[config.mk]
export PLATFORM = sky130hd
export DESIGN_NAME = led_blink_pattern_controller
export DESIGN_NICKNAME = d
export VERILOG_FILES = /design/src/rtl/core/lbpc_pkg.sv /design/src/rtl/core/lbpc_fifo.sv /design/src/rtl/core/lbpc_front.sv /design/src/rtl/core/lbpc_back.sv /design/src/rtl/core/led_blink_pattern_controller.sv
export SDC_FILE = /design/constraint.sdc
export NUM_CORES = 1
export LEC_CHECK = 0
export ABC_AREA = 1
export BUFFER_PORTS_ARGS = -buffer_cell sky130_fd_sc_hd__buf_4
export CORE_ASPECT_RATIO = 1.4
export CORE_MARGIN = 2
export CORE_UTILIZATION = 63
export CTS_CLUSTER_DIAMETER = 100
export DETAILED_ROUTE_END_ITERATION = 6
export PLACE_DENSITY = 0.82
export RECOVER_POWER = 50
export SETUP_SLACK_MARGIN = 0.2
export SYNTH_ARGS = -nofsm -noshare
export SYNTH_HDL_FRONTEND = slang
export SYNTH_SLANG_ARGS = --single-unit
[constraint.sdc]
create_clock -name clk -period 9.4 [get_ports clk]
set_clock_uncertainty 0.1 [all_clocks]
set_input_delay 0.47 -clock clk [delete_from_list [all_inputs] [get_ports clk]]
set_output_delay 0.47 -clock clk [all_outputs]
set_load 0.01 [all_outputs]
[src/rtl/core/lbpc_pkg.sv]
// shared types and constants for the led blink pattern controller
package lbpc_pkg;

  localparam int TIME_BITS_DEFAULT  = 16;
  localparam int COUNT_BITS_DEFAULT = 16;
  localparam int QUEUE_DEPTH        = 2;

  localparam logic [2:0] OP_TICK       = 3'd0;
  localparam logic [2:0] OP_ON         = 3'd1;
  localparam logic [2:0] OP_OFF        = 3'd2;
  localparam logic [2:0] OP_BLINK_ONCE = 3'd3;
  localparam logic [2:0] OP_BLINK_CONT = 3'd4;

  typedef enum logic [1:0] {
    MODE_OFF  = 2'd0,
    MODE_ON   = 2'd1,
    MODE_ONCE = 2'd2,
    MODE_CONT = 2'd3
  } mode_t;

  typedef enum logic [2:0] {
    CMD_NONE   = 3'd0,
    CMD_TICK   = 3'd1,
    CMD_ON     = 3'd2,
    CMD_OFF    = 3'd3,
    CMD_ONCE   = 3'd4,
    CMD_CONT   = 3'd5,
    CMD_REJECT = 3'd6
  } cmd_kind_t;

  typedef struct packed {
    logic led_level;
    logic rejected;
  } result_t;

endpackage

[src/rtl/core/lbpc_fifo.sv]
// small register queue with push/full and pop/empty sides
module lbpc_fifo #(
  parameter int WIDTH = 8,
  parameter int DEPTH = lbpc_pkg::QUEUE_DEPTH
) (
  input  logic             clk,
  input  logic             rst,
  input  logic             push,
  input  logic [WIDTH-1:0] wdata,
  output logic             full,
  input  logic             pop,
  output logic [WIDTH-1:0] rdata,
  output logic             empty
);

  localparam int PTR_BITS = (DEPTH > 1) ? $clog2(DEPTH) : 1;
  localparam int CNT_BITS = $clog2(DEPTH + 1);

  logic [WIDTH-1:0]    mem [DEPTH];
  logic [PTR_BITS-1:0] wr_ptr;
  logic [PTR_BITS-1:0] rd_ptr;
  logic [CNT_BITS-1:0] count;
  logic                do_push;
  logic                do_pop;

  assign full    = (count == CNT_BITS'(DEPTH));
  assign empty   = (count == '0);
  assign do_push = push && !full;
  assign do_pop  = pop && !empty;
  assign rdata   = mem[rd_ptr];

  always_ff @(posedge clk) begin
    if (do_push) begin
      mem[wr_ptr] <= wdata;
    end
  end

  always_ff @(posedge clk) begin
    if (rst) begin
      wr_ptr <= '0;
      rd_ptr <= '0;
      count  <= '0;
    end else begin
      if (do_push) begin
        wr_ptr <= (wr_ptr == PTR_BITS'(DEPTH - 1)) ? '0 : wr_ptr + PTR_BITS'(1);
      end
      if (do_pop) begin
        rd_ptr <= (rd_ptr == PTR_BITS'(DEPTH - 1)) ? '0 : rd_ptr + PTR_BITS'(1);
      end
      if (do_push && !do_pop) begin
        count <= count + CNT_BITS'(1);
      end else if (do_pop && !do_push) begin
        count <= count - CNT_BITS'(1);
      end
    end
  end

endmodule

[src/rtl/core/lbpc_front.sv]
// front end: decodes and validates each incoming word into a command
module lbpc_front #(
  parameter int TIME_BITS  = lbpc_pkg::TIME_BITS_DEFAULT,
  parameter int COUNT_BITS = lbpc_pkg::COUNT_BITS_DEFAULT,
  parameter int CMD_BITS   = 3 + 3 * TIME_BITS + COUNT_BITS
) (
  input  logic [2:0]          operation,
  input  logic [15:0]         on_time,
  input  logic [15:0]         off_time,
  input  logic [15:0]         blink_total,
  input  logic [15:0]         repeat_gap,
  output logic [CMD_BITS-1:0] cmd
);

  logic [TIME_BITS-1:0]  on_t;
  logic [TIME_BITS-1:0]  off_t;
  logic [TIME_BITS-1:0]  gap_t;
  logic [COUNT_BITS-1:0] cnt;
  logic                  bad_timing;
  lbpc_pkg::cmd_kind_t   kind;

  assign on_t  = TIME_BITS'(on_time);
  assign off_t = TIME_BITS'(off_time);
  assign gap_t = TIME_BITS'(repeat_gap);
  assign cnt   = COUNT_BITS'(blink_total);

  assign bad_timing = (on_t == '0) || ((off_t == '0) && (cnt != '0));

  always_comb begin
    unique case (operation)
      lbpc_pkg::OP_TICK:       kind = lbpc_pkg::CMD_TICK;
      lbpc_pkg::OP_ON:         kind = lbpc_pkg::CMD_ON;
      lbpc_pkg::OP_OFF:        kind = lbpc_pkg::CMD_OFF;
      lbpc_pkg::OP_BLINK_ONCE: kind = bad_timing ? lbpc_pkg::CMD_REJECT : lbpc_pkg::CMD_ONCE;
      lbpc_pkg::OP_BLINK_CONT: kind = bad_timing ? lbpc_pkg::CMD_REJECT : lbpc_pkg::CMD_CONT;
      default:                 kind = lbpc_pkg::CMD_NONE;
    endcase
  end

  assign cmd = {kind, on_t, off_t, cnt, gap_t};

endmodule

[src/rtl/core/lbpc_back.sv]
// back end: mode, timer and blink sequencing, one command per clock while a command waits and the result queue has room
module lbpc_back #(
  parameter int TIME_BITS  = lbpc_pkg::TIME_BITS_DEFAULT,
  parameter int COUNT_BITS = lbpc_pkg::COUNT_BITS_DEFAULT,
  parameter int CMD_BITS   = 3 + 3 * TIME_BITS + COUNT_BITS
) (
  input  logic                clk,
  input  logic                rst,
  input  logic [CMD_BITS-1:0] cmd,
  input  logic                cmd_empty,
  output logic                cmd_pop,
  input  logic                res_full,
  output logic                res_push,
  output lbpc_pkg::result_t   res
);

  lbpc_pkg::cmd_kind_t   c_kind;
  logic [TIME_BITS-1:0]  c_on;
  logic [TIME_BITS-1:0]  c_off;
  logic [COUNT_BITS-1:0] c_cnt;
  logic [TIME_BITS-1:0]  c_gap;

  lbpc_pkg::mode_t       mode_now, mode_now_next;
  lbpc_pkg::mode_t       saved_mode, saved_mode_next;
  logic                  lamp, lamp_next;
  logic [COUNT_BITS-1:0] blinks_left, blinks_left_next;
  logic [TIME_BITS-1:0]  cur_on_time, cur_on_time_next;
  logic [TIME_BITS-1:0]  cur_off_time, cur_off_time_next;
  logic [COUNT_BITS-1:0] cur_blink_total, cur_blink_total_next;
  logic [TIME_BITS-1:0]  cur_repeat_gap, cur_repeat_gap_next;
  logic [TIME_BITS-1:0]  timer_left, timer_left_next;
  logic                  timer_armed, timer_armed_next;
  logic [TIME_BITS-1:0]  saved_on_time, saved_on_time_next;
  logic [TIME_BITS-1:0]  saved_off_time, saved_off_time_next;
  logic [COUNT_BITS-1:0] saved_blink_total, saved_blink_total_next;
  logic [TIME_BITS-1:0]  saved_repeat_gap, saved_repeat_gap_next;
  logic [COUNT_BITS-1:0] blinks_dec;
  logic                  fire;
  logic                  rej;

  assign {c_kind, c_on, c_off, c_cnt, c_gap} = cmd;

  assign fire       = !cmd_empty && !res_full;
  assign cmd_pop    = fire;
  assign res_push   = fire;
  assign blinks_dec = (blinks_left != '0) ? blinks_left - COUNT_BITS'(1) : '0;

  always_ff @(posedge clk) begin
    if (rst) begin
      mode_now          <= lbpc_pkg::MODE_OFF;
      saved_mode        <= lbpc_pkg::MODE_OFF;
      lamp              <= 1'b0;
      blinks_left       <= '0;
      cur_on_time       <= '0;
      cur_off_time      <= '0;
      cur_blink_total   <= '0;
      cur_repeat_gap    <= '0;
      timer_left        <= '0;
      timer_armed       <= 1'b0;
      saved_on_time     <= '0;
      saved_off_time    <= '0;
      saved_blink_total <= '0;
      saved_repeat_gap  <= '0;
    end else if (fire) begin
      mode_now          <= mode_now_next;
      saved_mode        <= saved_mode_next;
      lamp              <= lamp_next;
      blinks_left       <= blinks_left_next;
      cur_on_time       <= cur_on_time_next;
      cur_off_time      <= cur_off_time_next;
      cur_blink_total   <= cur_blink_total_next;
      cur_repeat_gap    <= cur_repeat_gap_next;
      timer_left        <= timer_left_next;
      timer_armed       <= timer_armed_next;
      saved_on_time     <= saved_on_time_next;
      saved_off_time    <= saved_off_time_next;
      saved_blink_total <= saved_blink_total_next;
      saved_repeat_gap  <= saved_repeat_gap_next;
    end
  end

  always_comb begin
    mode_now_next          = mode_now;
    saved_mode_next        = saved_mode;
    lamp_next              = lamp;
    blinks_left_next       = blinks_left;
    cur_on_time_next       = cur_on_time;
    cur_off_time_next      = cur_off_time;
    cur_blink_total_next   = cur_blink_total;
    cur_repeat_gap_next    = cur_repeat_gap;
    timer_left_next        = timer_left;
    timer_armed_next       = timer_armed;
    saved_on_time_next     = saved_on_time;
    saved_off_time_next    = saved_off_time;
    saved_blink_total_next = saved_blink_total;
    saved_repeat_gap_next  = saved_repeat_gap;
    rej                    = 1'b0;

    unique case (c_kind) inside
      lbpc_pkg::CMD_TICK: begin
        if (timer_armed) begin
          if (timer_left <= TIME_BITS'(1)) begin
            timer_left_next  = '0;
            timer_armed_next = 1'b0;
            if (!lamp) begin
              lamp_next        = 1'b1;
              timer_left_next  = cur_on_time;
              timer_armed_next = 1'b1;
            end else begin
              lamp_next        = 1'b0;
              blinks_left_next = blinks_dec;
              if (blinks_dec != '0) begin
                timer_left_next  = cur_off_time;
                timer_armed_next = 1'b1;
              end else if (mode_now == lbpc_pkg::MODE_ONCE) begin
                // burst done: restore saved mode and settings
                cur_on_time_next     = saved_on_time;
                cur_off_time_next    = saved_off_time;
                cur_blink_total_next = saved_blink_total;
                cur_repeat_gap_next  = saved_repeat_gap;
                mode_now_next        = saved_mode;
                if (saved_mode == lbpc_pkg::MODE_OFF || saved_mode == lbpc_pkg::MODE_ON) begin
                  lamp_next        = (saved_mode == lbpc_pkg::MODE_ON);
                  timer_left_next  = '0;
                  timer_armed_next = 1'b0;
                end else begin
                  lamp_next        = 1'b1;
                  blinks_left_next = saved_blink_total;
                  timer_left_next  = saved_on_time;
                  timer_armed_next = 1'b1;
                end
              end else if (mode_now == lbpc_pkg::MODE_CONT) begin
                blinks_left_next = cur_blink_total;
                timer_left_next  = cur_repeat_gap;
                timer_armed_next = 1'b1;
              end
            end
          end else begin
            timer_left_next = timer_left - TIME_BITS'(1);
          end
        end
      end
      lbpc_pkg::CMD_ON, lbpc_pkg::CMD_OFF: begin
        mode_now_next    = (c_kind == lbpc_pkg::CMD_ON) ? lbpc_pkg::MODE_ON : lbpc_pkg::MODE_OFF;
        lamp_next        = (c_kind == lbpc_pkg::CMD_ON);
        timer_left_next  = '0;
        timer_armed_next = 1'b0;
      end
      lbpc_pkg::CMD_ONCE, lbpc_pkg::CMD_CONT: begin
        if (c_kind == lbpc_pkg::CMD_ONCE) begin
          saved_mode_next        = mode_now;
          saved_on_time_next     = cur_on_time;
          saved_off_time_next    = cur_off_time;
          saved_blink_total_next = cur_blink_total;
          saved_repeat_gap_next  = cur_repeat_gap;
          mode_now_next          = lbpc_pkg::MODE_ONCE;
        end else begin
          cur_repeat_gap_next = c_gap;
          mode_now_next       = lbpc_pkg::MODE_CONT;
        end
        cur_on_time_next     = c_on;
        cur_off_time_next    = c_off;
        cur_blink_total_next = c_cnt;
        lamp_next            = 1'b1;
        blinks_left_next     = c_cnt;
        timer_left_next      = c_on;
        timer_armed_next     = 1'b1;
      end
      lbpc_pkg::CMD_REJECT: begin
        rej = 1'b1;
      end
      default: begin
      end
    endcase
  end

  assign res.led_level = lamp_next;
  assign res.rejected  = rej;

endmodule

[src/rtl/core/led_blink_pattern_controller.sv]
// top level of the led blink pattern controller
// Drives one status LED from a stream of words, each a 1 ms tick or an on, off,
// blink-once or blink-continuous command, and returns one result word per input
// word carrying the LED level and a reject flag. One word is taken every clock
// unless the command queue is full. The front end decodes and checks each word
// into a two-entry command queue; the back end updates mode, timer and blink
// state per command and writes its result into a two-entry result queue, so
// either side may stall without holding up the other.
module led_blink_pattern_controller #(
  parameter int TIME_BITS  = lbpc_pkg::TIME_BITS_DEFAULT,
  parameter int COUNT_BITS = lbpc_pkg::COUNT_BITS_DEFAULT
) (
  input  logic        clk,
  input  logic        rst,
  input  logic        push,
  output logic        full,
  input  logic [2:0]  operation,
  input  logic [15:0] on_time,
  input  logic [15:0] off_time,
  input  logic [15:0] blink_total,
  input  logic [15:0] repeat_gap,
  output logic        empty,
  input  logic        pop,
  output logic        led_level,
  output logic        rejected
);

  localparam int CMD_BITS = 3 + 3 * TIME_BITS + COUNT_BITS;
  localparam int RES_BITS = $bits(lbpc_pkg::result_t);

  logic [CMD_BITS-1:0] cmd_in;
  logic [CMD_BITS-1:0] cmd_head;
  logic                cmd_empty;
  logic                cmd_pop;
  logic                res_full;
  logic                res_push;
  lbpc_pkg::result_t   res_in;
  lbpc_pkg::result_t   res_head;

  lbpc_front #(
    .TIME_BITS  (TIME_BITS),
    .COUNT_BITS (COUNT_BITS),
    .CMD_BITS   (CMD_BITS)
  ) u_front (
    .operation   (operation),
    .on_time     (on_time),
    .off_time    (off_time),
    .blink_total (blink_total),
    .repeat_gap  (repeat_gap),
    .cmd         (cmd_in)
  );

  lbpc_fifo #(
    .WIDTH (CMD_BITS),
    .DEPTH (lbpc_pkg::QUEUE_DEPTH)
  ) u_cmd_q (
    .clk   (clk),
    .rst   (rst),
    .push  (push),
    .wdata (cmd_in),
    .full  (full),
    .pop   (cmd_pop),
    .rdata (cmd_head),
    .empty (cmd_empty)
  );

  lbpc_back #(
    .TIME_BITS  (TIME_BITS),
    .COUNT_BITS (COUNT_BITS),
    .CMD_BITS   (CMD_BITS)
  ) u_back (
    .clk       (clk),
    .rst       (rst),
    .cmd       (cmd_head),
    .cmd_empty (cmd_empty),
    .cmd_pop   (cmd_pop),
    .res_full  (res_full),
    .res_push  (res_push),
    .res       (res_in)
  );

  lbpc_fifo #(
    .WIDTH (RES_BITS),
    .DEPTH (lbpc_pkg::QUEUE_DEPTH)
  ) u_res_q (
    .clk   (clk),
    .rst   (rst),
    .push  (res_push),
    .wdata (res_in),
    .full  (res_full),
    .pop   (pop),
    .rdata (res_head),
    .empty (empty)
  );

  assign led_level = res_head.led_level;
  assign rejected  = res_head.rejected;

endmodule

# Word-level counts from Yosys, hierarchy flattened
# Memory sizes are Yosys's and may differ from the RTL's. A register that Yosys moved wholly into a read port is not among the register bits.
# Index checks and enable logic that the tools add are counted.
# word_totals
reg_bits	174
mem_bits_rw	138
n_memories	2
# memory_table
memory	depth	word_bits	rd	rd_clocked_by_memory_dff	wr	line_no	rtl
u_cmd_q.mem	2	67	1	1	1	lbpc_fifo.sv:19	logic [WIDTH-1:0] mem [DEPTH];
u_res_q.mem	2	2	1	1	1	lbpc_fifo.sv:19	
# classes
addsub	10
order_cmp	1
eq_ne	21
n_mux	85
reduce_logical	42
# op_table
op	count
$mux 16	36
$pmux 16 s2	5
$pmux 16 s3	1
$reduce_bool 16->1	3
$logic_not 16->1	2
$sub 16x1->16 const B	2
$mux 1	28
$mux 2	11
$le 16x1->1 const B	1
$pmux 3 s5	1
$reduce_and 7->1	2
$eq 3x2->1 const B	4
$eq 3x3->1 const B	4
$logic_and 1x1->1	10
$eq 2x2->1 const B	4
$logic_not 1->1	8
$ne 2x2->1 const B	4
$reduce_and 8->1	1
$eq 3x1->1 const B	2
$logic_not 2->1	3
$pmux 1 s3	2
$pmux 2 s3	1
$reduce_and 3->1	2
$reduce_bool 2->1	3
other kinds (11)	19

# Logic depth before layout (Yosys ltp)
# Gate-level depths: netlist of the first run.
# logic_depth
ltp_word	9
depth_mapped	19

# Hierarchy
# From an unflattened synthesis of the first run, not the netlist that was laid out.
# hier_totals
hier_cells	1700
area_unflattened_um2	15009.4
# by_module_without_submodules
mod	n_inst	cells_each	area_each_um2	seq_area_each_um2
lbpc_back	1	1279	8669.6	3323.2
lbpc_fifo at u_cmd_q	1	245	5190.0	4124.0
lbpc_front	1	133	754.5	0.0
lbpc_fifo at u_res_q	1	43	395.4	220.2

# Worst setup path before layout of the first run
# OpenSTA, ideal clock, no wires.
# synth_timing
kind	input to register
from	in push
to	mem u_cmd_q.mem[1][0] (netlist name), enable pin
t_arrival_ns	3.433
required_time_ns	8.806
setup_slack_ns	5.372
path_stages	2
path_cell_list	o21ai_0 nor2_1
# synth_between
elab_chain_cells	3
# synth_rtl
item	line_no	rtl
from (decl)	led_blink_pattern_controller.sv:15	input logic push,
$logic_and 1x1->1	lbpc_fifo.sv:28	assign do_push = push && !full;
$mux 1	lbpc_fifo.sv:33	if (do_push) begin
$mux 1 (not written as such)	lbpc_fifo.sv:34	mem[wr_ptr] <= wdata;
to (decl)	lbpc_fifo.sv:19	
# No other way between the ends.

==> qor.yml, run 1 <==
status: "complete, but fails checks"
violations: "capacitance limit, slew limit"
synth_cell_types: 45
ios: 75
fp-row-count: 64
antenna_found_initial: 0
cp_cell_sequence: "clkbuf_1, o21ai_0, inv_1, nor2_4, buf_4, inv_1, nand2_1, nor2_1, inv_1, nand2_1, nor2_2, buf_4, inv_1, a21oi_1, a21oi_1"
firstDrtPassIters: 5
post_cts_buffers: 0
crit_fanout: 68
crit_path_frequent_cell: "inv_1"
hold_class: "in -> reg"
worstMarginPinSlew_ns: 4.02
crit_required_ns: 9.77
dieArea_um2: 23500
cts_buffers: 29
holdWs_ns: 0.0739
layout_setup_ws_ns: 2.75
p_total_mw: 5.24
synth_top_cell_area_share: 0.295
yosysTopAreaCell: "edfxtp_1"
clockBufferDepth: 3
yosysMostFrequentCell: "nand2_1"
p_sw_frac: 0.418
clk_latency_ns: 0.55
cpLargestDelayFamily: "buffers and inverters"
crit_arrival_ns: 7.02
synth_warnings: 0
powerDensity_nw_per_um2: 334
routed_wl_mm: 36.6
grt-ovfl-total: 0
slowest_stage: "clkbuf_1"
start_util: 0.642
synthesis.nets: 1773
syn2layout_area_growth_pct: 11.9
synth-main-ff-cell: "dfxtp_1"
finalSetupTns_ns: 0
leakage_nw: 6.12
synth_common_cells: "nand2_1 (346), o21ai_0 (229), nor2_1 (214), dfxtp_1 (176), a21oi_1 (153)"
p_int_mw: 3.05
slew_viol_final: 284
portBuffers: 74
drive_gt1_frac: 0.0626
mappedNetlistArea_um2: 14000
preCtsSetupSlack_ns: 4.67
grt_start_max_net_pins: 101
cts_tree: "done"
drtIter0Drc: 936
clkPwrFrac: 0.222
ys_seq_area_frac: 0.546
finalCritPeriodShare: 0.708
chipWidth_um: 130
maxSlewHeadroom: -1.68
switchingPower_mw: 2.19
sequentialPowerShare: 0.361
cap_viol_max_count: 5
synth-edff-count: 138
die_y_um: 181
clk_pin_slew_ns: 0.07
ir_drop_v: 0.000284
grt_usage: 0.309
ys_ff_latch: 314
antenna_left: 0
combPwrFrac: 0.417
routed_via_density: 5.82
final_hold_viol_count: 0
dp_hpwl_mm: 23.6
num_vias: 12045
synth_area_per_cell_um2: 8.27
critPathLaunchType: "register"
grt_pass1_wl_mm: 57.9
synth.area.top_cells: "edfxtp_1 (30%), dfxtp_1 (25%), nand2_1 (9.3%), o21ai_0 (8.2%), nor2_1 (5.7%)"
place.gp.congestion: 0.953
synth_async_sr_flop_share: 0
finalSetupViolCount: 0
max_stage_delay_ns: 2.23
cp-end-kind: "register"
rsz0062_at_grt: "no"
root_buffer: "clkbuf_16"
synth_cells: 1697
crit_type: "reg -> reg"
core-area_um2: 21900
fmax_ghz: 0.150
wl_per_cell_um: 17.7
insertedDiodeCount: 0
drc: 0
htreeDepth: 1
clkSinkCount: 314
cts_resized: 0
grt_pass1_vias: 11735
period_minus_slack_ns: 6.65
critPathBufInv: 7
fin_nets: 1825
[cell type report]
type / count / area, um2
flip-flops and latches: 314 / 7670
fillers: 1745 / 6160
multi-input cells: 1146 / 5470
clock buffers: 36 / 793
repair buffers: 116 / 726
inverters: 142 / 534
well taps: 297 / 372
clock inverters: 18 / 144
[metrics by stage]
| step | instances | instance area [um2] | util |
|---|---|---|---|
| after floorplan | 1697 | 14000 | - |
| after global placement | 1986 | 14700 | 0.672 |
| after detailed placement | 1986 | 14700 | 0.672 |
| after CTS | 2057 | 15800 | 0.723 |
| after global routing | 2069 | 15700 | 0.718 |
| final | 2069 | 15700 | 0.718 |
[power groups by stage]
stage / registers [mW] / logic [mW] / clock network [mW]
2_1_floorplan: 1.86 / 1.65 / 0
3_3_place_gp: 1.89 / 2.08 / 0
3_5_place_dp: 1.90 / 2.13 / 0
4_1_cts: 1.88 / 2.16 / 1.17
5_1_grt: 1.92 / 2.45 / 1.22
6_report: 1.89 / 2.18 / 1.16
[placed cells by master (no fill, tap or decap), drive strengths merged, types with 2 or more instances in the layout]
cell	instances
nor4	14
mux2	2
clkinv	14
nand4	5
xnor2	2
clkinvlp	2
o211ai	2
inv	142
a211oi	14
nor3	7
buf	15
a31oi	48
o21bai	2
o21ai	241
a21oi	153
xor2	6
nand2	350
bufinv	2
ha	5
o22ai	18
dfxtp	176
edfxtp	138
nor2	218
clkbuf	108
dlygate4sd3	29
nand3	49
or2	3
[final timing paths]
check                                      end  cells after the start  slack [ns]                        start
min               u_cmd_q.mem[0][25]$_DFFE_PP_                      1        0.07               blink_total[9]
max          u_back.timer_left[4]$_SDFFE_PP0P_                     15        2.75                     register
max reg2reg  u_back.timer_left[4]$_SDFFE_PP0P_                     15        2.75                     register
min reg2reg        u_cmd_q.rd_ptr$_SDFFE_PP0P_                      1        0.36  u_cmd_q.rd_ptr$_SDFFE_PP0P_
[registers in the layout, summed over array words and instances, names as in the netlist, 4 cells and up, named ones only]
signal and flops:
u_back.saved_blink_total 16, u_back.saved_on_time 16, u_cmd_q.mem 134, u_back.cur_repeat_gap 16, u_back.timer_left 16, u_back.saved_off_time 16
u_back.saved_repeat_gap 16, u_back.blinks_left 16, u_back.cur_off_time 16, u_back.cur_blink_total 16, u_res_q.mem 4, u_back.cur_on_time 16
[kinds of logic after synthesis]
family	share of synthesized area
DFF	0.546
buffers and inverters	0.0667
xor gates and xnor gates	0.00499
and+or+nand+nor	0.186
adders and majority gates	0.00446
muxes	0.00160
AOI/OAI and AO/OA	0.190
[routing by layer]
metal | wire length (um) | GRT usage
met1 | 13600 | 0.348
met2 | 18700 | 0.549
met3 | 1790 | 0.0386
met4 | 2390 | 0.187
met5 | 0 | 0
[repair_timing]
action                     CTS  global route
setup endpoints to repair    0             0
hold buffers                17            12
hold endpoints to repair    32            20
Power figures use the tool's default switching activity.
==> inputs of run 2 (changes only) <==
Settings changed: CORE_UTILIZATION 63 to 61, PLACE_DENSITY 0.82 to 0.8.
Clock period 9.4 ns to 6.8 ns, I/O delays scaled along.
==> qor.yml, run 2 (synthesized netlist as in run 1, its figures left out) <==
r2r_cells: 14  # -1
fmax_ghz: 0.223  # +48%
slew_viol_final: 137  # -52%
clk_latency_ns: 0.56  # about the same
worstMarginPinSlew_ns: 3.93  # -0.0886 ns
post_cts_buffers: 0  # unchanged
grt_usage: 0.306  # -0.00370
hold_end: "u_cmd_q.mem[1][64]$_DFFE_PP_"
drtIter0Drc: 1169  # +25%
start_util: 0.621  # -0.0212
wl_per_cell_um: 17.6  # -0.41%
routed_wl_mm: 37.1  # +1.5%
use_met3: 0.0317  # -0.00689
clockBufferDepth: 3  # unchanged
place.gp.congestion: 0.941  # -1.2%
maxSlewHeadroom: -1.62  # +0.0591
dp_hpwl_mm: 23.2  # -1.8%
rsz0062_at_grt: "no"
portBuffers: 74  # unchanged
die_y_um: 183  # +1.6%
htreeDepth: 1  # unchanged
root_buffer: "clkbuf_16"
fin_nets: 1861  # +2.0%
regArea_um2: 7670  # about the same
design_area_um2: 16100  # +2.5%
cpLargestDelayFamily: "buffers and inverters"
rrSetupSlack_ns: 2.31  # -0.43 ns
insertedDiodeCount: 0  # unchanged
grt_pass1_wl_mm: 59.6  # +3.1%
slowest_stage: "dfxtp_2"
layout_commonest_cell: "nand2_1"
min_from: "operation[2]"
dpl_cell_area_um2: 14700  # about the same
cp-end-kind: "register"
powerDensity_nw_per_um2: 454  # +36%
clkSinkCount: 314  # unchanged
cap_viol_max_count: 2  # -3
grt-ovfl-total: 0  # unchanged
finalSetupViolCount: 0  # unchanged
min_path_cells: 2  # +1
crit_fanout: 43  # -37%
postCtsHoldBufs: 64  # +47
finalSetupTns_ns: 0  # unchanged
cts_tree: "done"
leakage_nw: 6.30  # +2.8%
violations: "capacitance limit, slew limit"
ios: 75  # unchanged
finalCritPeriodShare: 0.660  # -0.0480
crit_type: "reg -> reg"
grt_pass1_vias: 11996  # +2.2%
grt_start_max_net_pins: 129  # +28%
final_hold_viol_count: 0  # unchanged
grt_use_met2: 0.550  # +0.000891
critPathBufInv: 6  # -1
grtUsageMet1: 0.350  # +0.00197
antenna_found_initial: 0  # unchanged
n_fill_cell: 1824  # +4.5%
crit_arrival_ns: 4.86  # -2.16 ns
gr-max-usage-layer: "met2"
clk_pin_slew_ns: 0.07  # about the same
cp_cell_sequence: "buf_4, o21ai_0, inv_1, nor2_4, inv_1, nand2_1, nor2_1, inv_1, nand2_1, nor2_2, buf_4, inv_1, a21oi_1, a21oi_1"
num_vias: 12247  # +1.7%
firstDrtPassIters: 5  # unchanged
period_minus_slack_ns: 4.49  # -2.17 ns
drive_gt1_frac: 0.0642  # +0.00152
routed_via_density: 5.81  # -0.25%
syn2layout_area_growth_pct: 14.7
status: "complete, but fails checks"
antenna_left: 0  # unchanged
hold_class: "in -> reg"
multi_input_area_um2: 5470  # unchanged
fp-row-count: 65  # +1.6%
largest_reg_flops: 134  # unchanged
chipWidth_um: 132  # +1.6%
rr_endpoint: "u_back.timer_left[10]$_SDFFE_PP0P_"
core-area_um2: 22600  # +3.4%
regMostFlops: "u_cmd_q.mem"
crit_required_ns: 7.18  # -2.59 ns
critPathLaunchType: "register"
cts_buffers: 30  # +3.4%
dieArea_um2: 24300  # +3.2%
max_stage_delay_ns: 0.69  # -1.54 ns
ir_drop_v: 0.000349  # +23%
final_cell_mix: "nand2_1 (346), o21ai_0 (229), nor2_1 (210)"
crit_path_frequent_cell: "inv_1"
drc: 0  # unchanged
cts_resized: 0  # unchanged
run 2: layout make-up:
type	count	area share
tap	301	0.0234
sequential	314	0.477
timing repair buffer	151	0.0673
clock inverter	13	0.00793
clock buffer	42	0.0519
multi-input combinational	1146	0.340
inverter	142	0.0332
run 2: power by group:
part	switching (mW)	internal, mW	total, mW
combinational	2.13	0.901	3.03
clock	0.697	0.933	1.63
sequential	0.235	2.41	2.64
run 2: routing by layer:
layer	up-vias	share of wire
li1	5916	-
met1	5702	0.37
met2	515	0.51
met3	114	0.055
met4	0	0.061
met5	-	0
run 2: metrics by stage:
step	std cells	util	setup slack, ns	hold slack, ns	total power, mW
finish	2109	0.712	2.31	0.0589	7.31
global route	2109	0.712	2.01	0.0713	7.79
CTS	2109	0.721	2.43	0.0418	7.26
detailed placement	1990	0.650	2.50	0.349	5.59
global placement	1990	0.650	2.50	0.336	5.52
floorplan	1697	-	2.84	0.326	4.85
run 2: worst max path at each step:
stage	startpoint	end	slack [ns]	depth (start not counted)
2_1_floorplan	u_cmd_q.count[0]$_SDFFE_PP0P_	u_cmd_q.mem[1][0]$_DFFE_PP_	2.84	2
3_3_place_gp	register	u_back.timer_left[13]$_SDFFE_PP0P_	2.50	14
3_5_place_dp	register	u_back.timer_left[9]$_SDFFE_PP0P_	2.50	14
4_1_cts	register	u_back.timer_left[5]$_SDFFE_PP0P_	2.43	14
5_1_grt	register	u_back.timer_left[13]$_SDFFE_PP0P_	2.01	14
6_report	register	u_back.timer_left[10]$_SDFFE_PP0P_	2.31	14
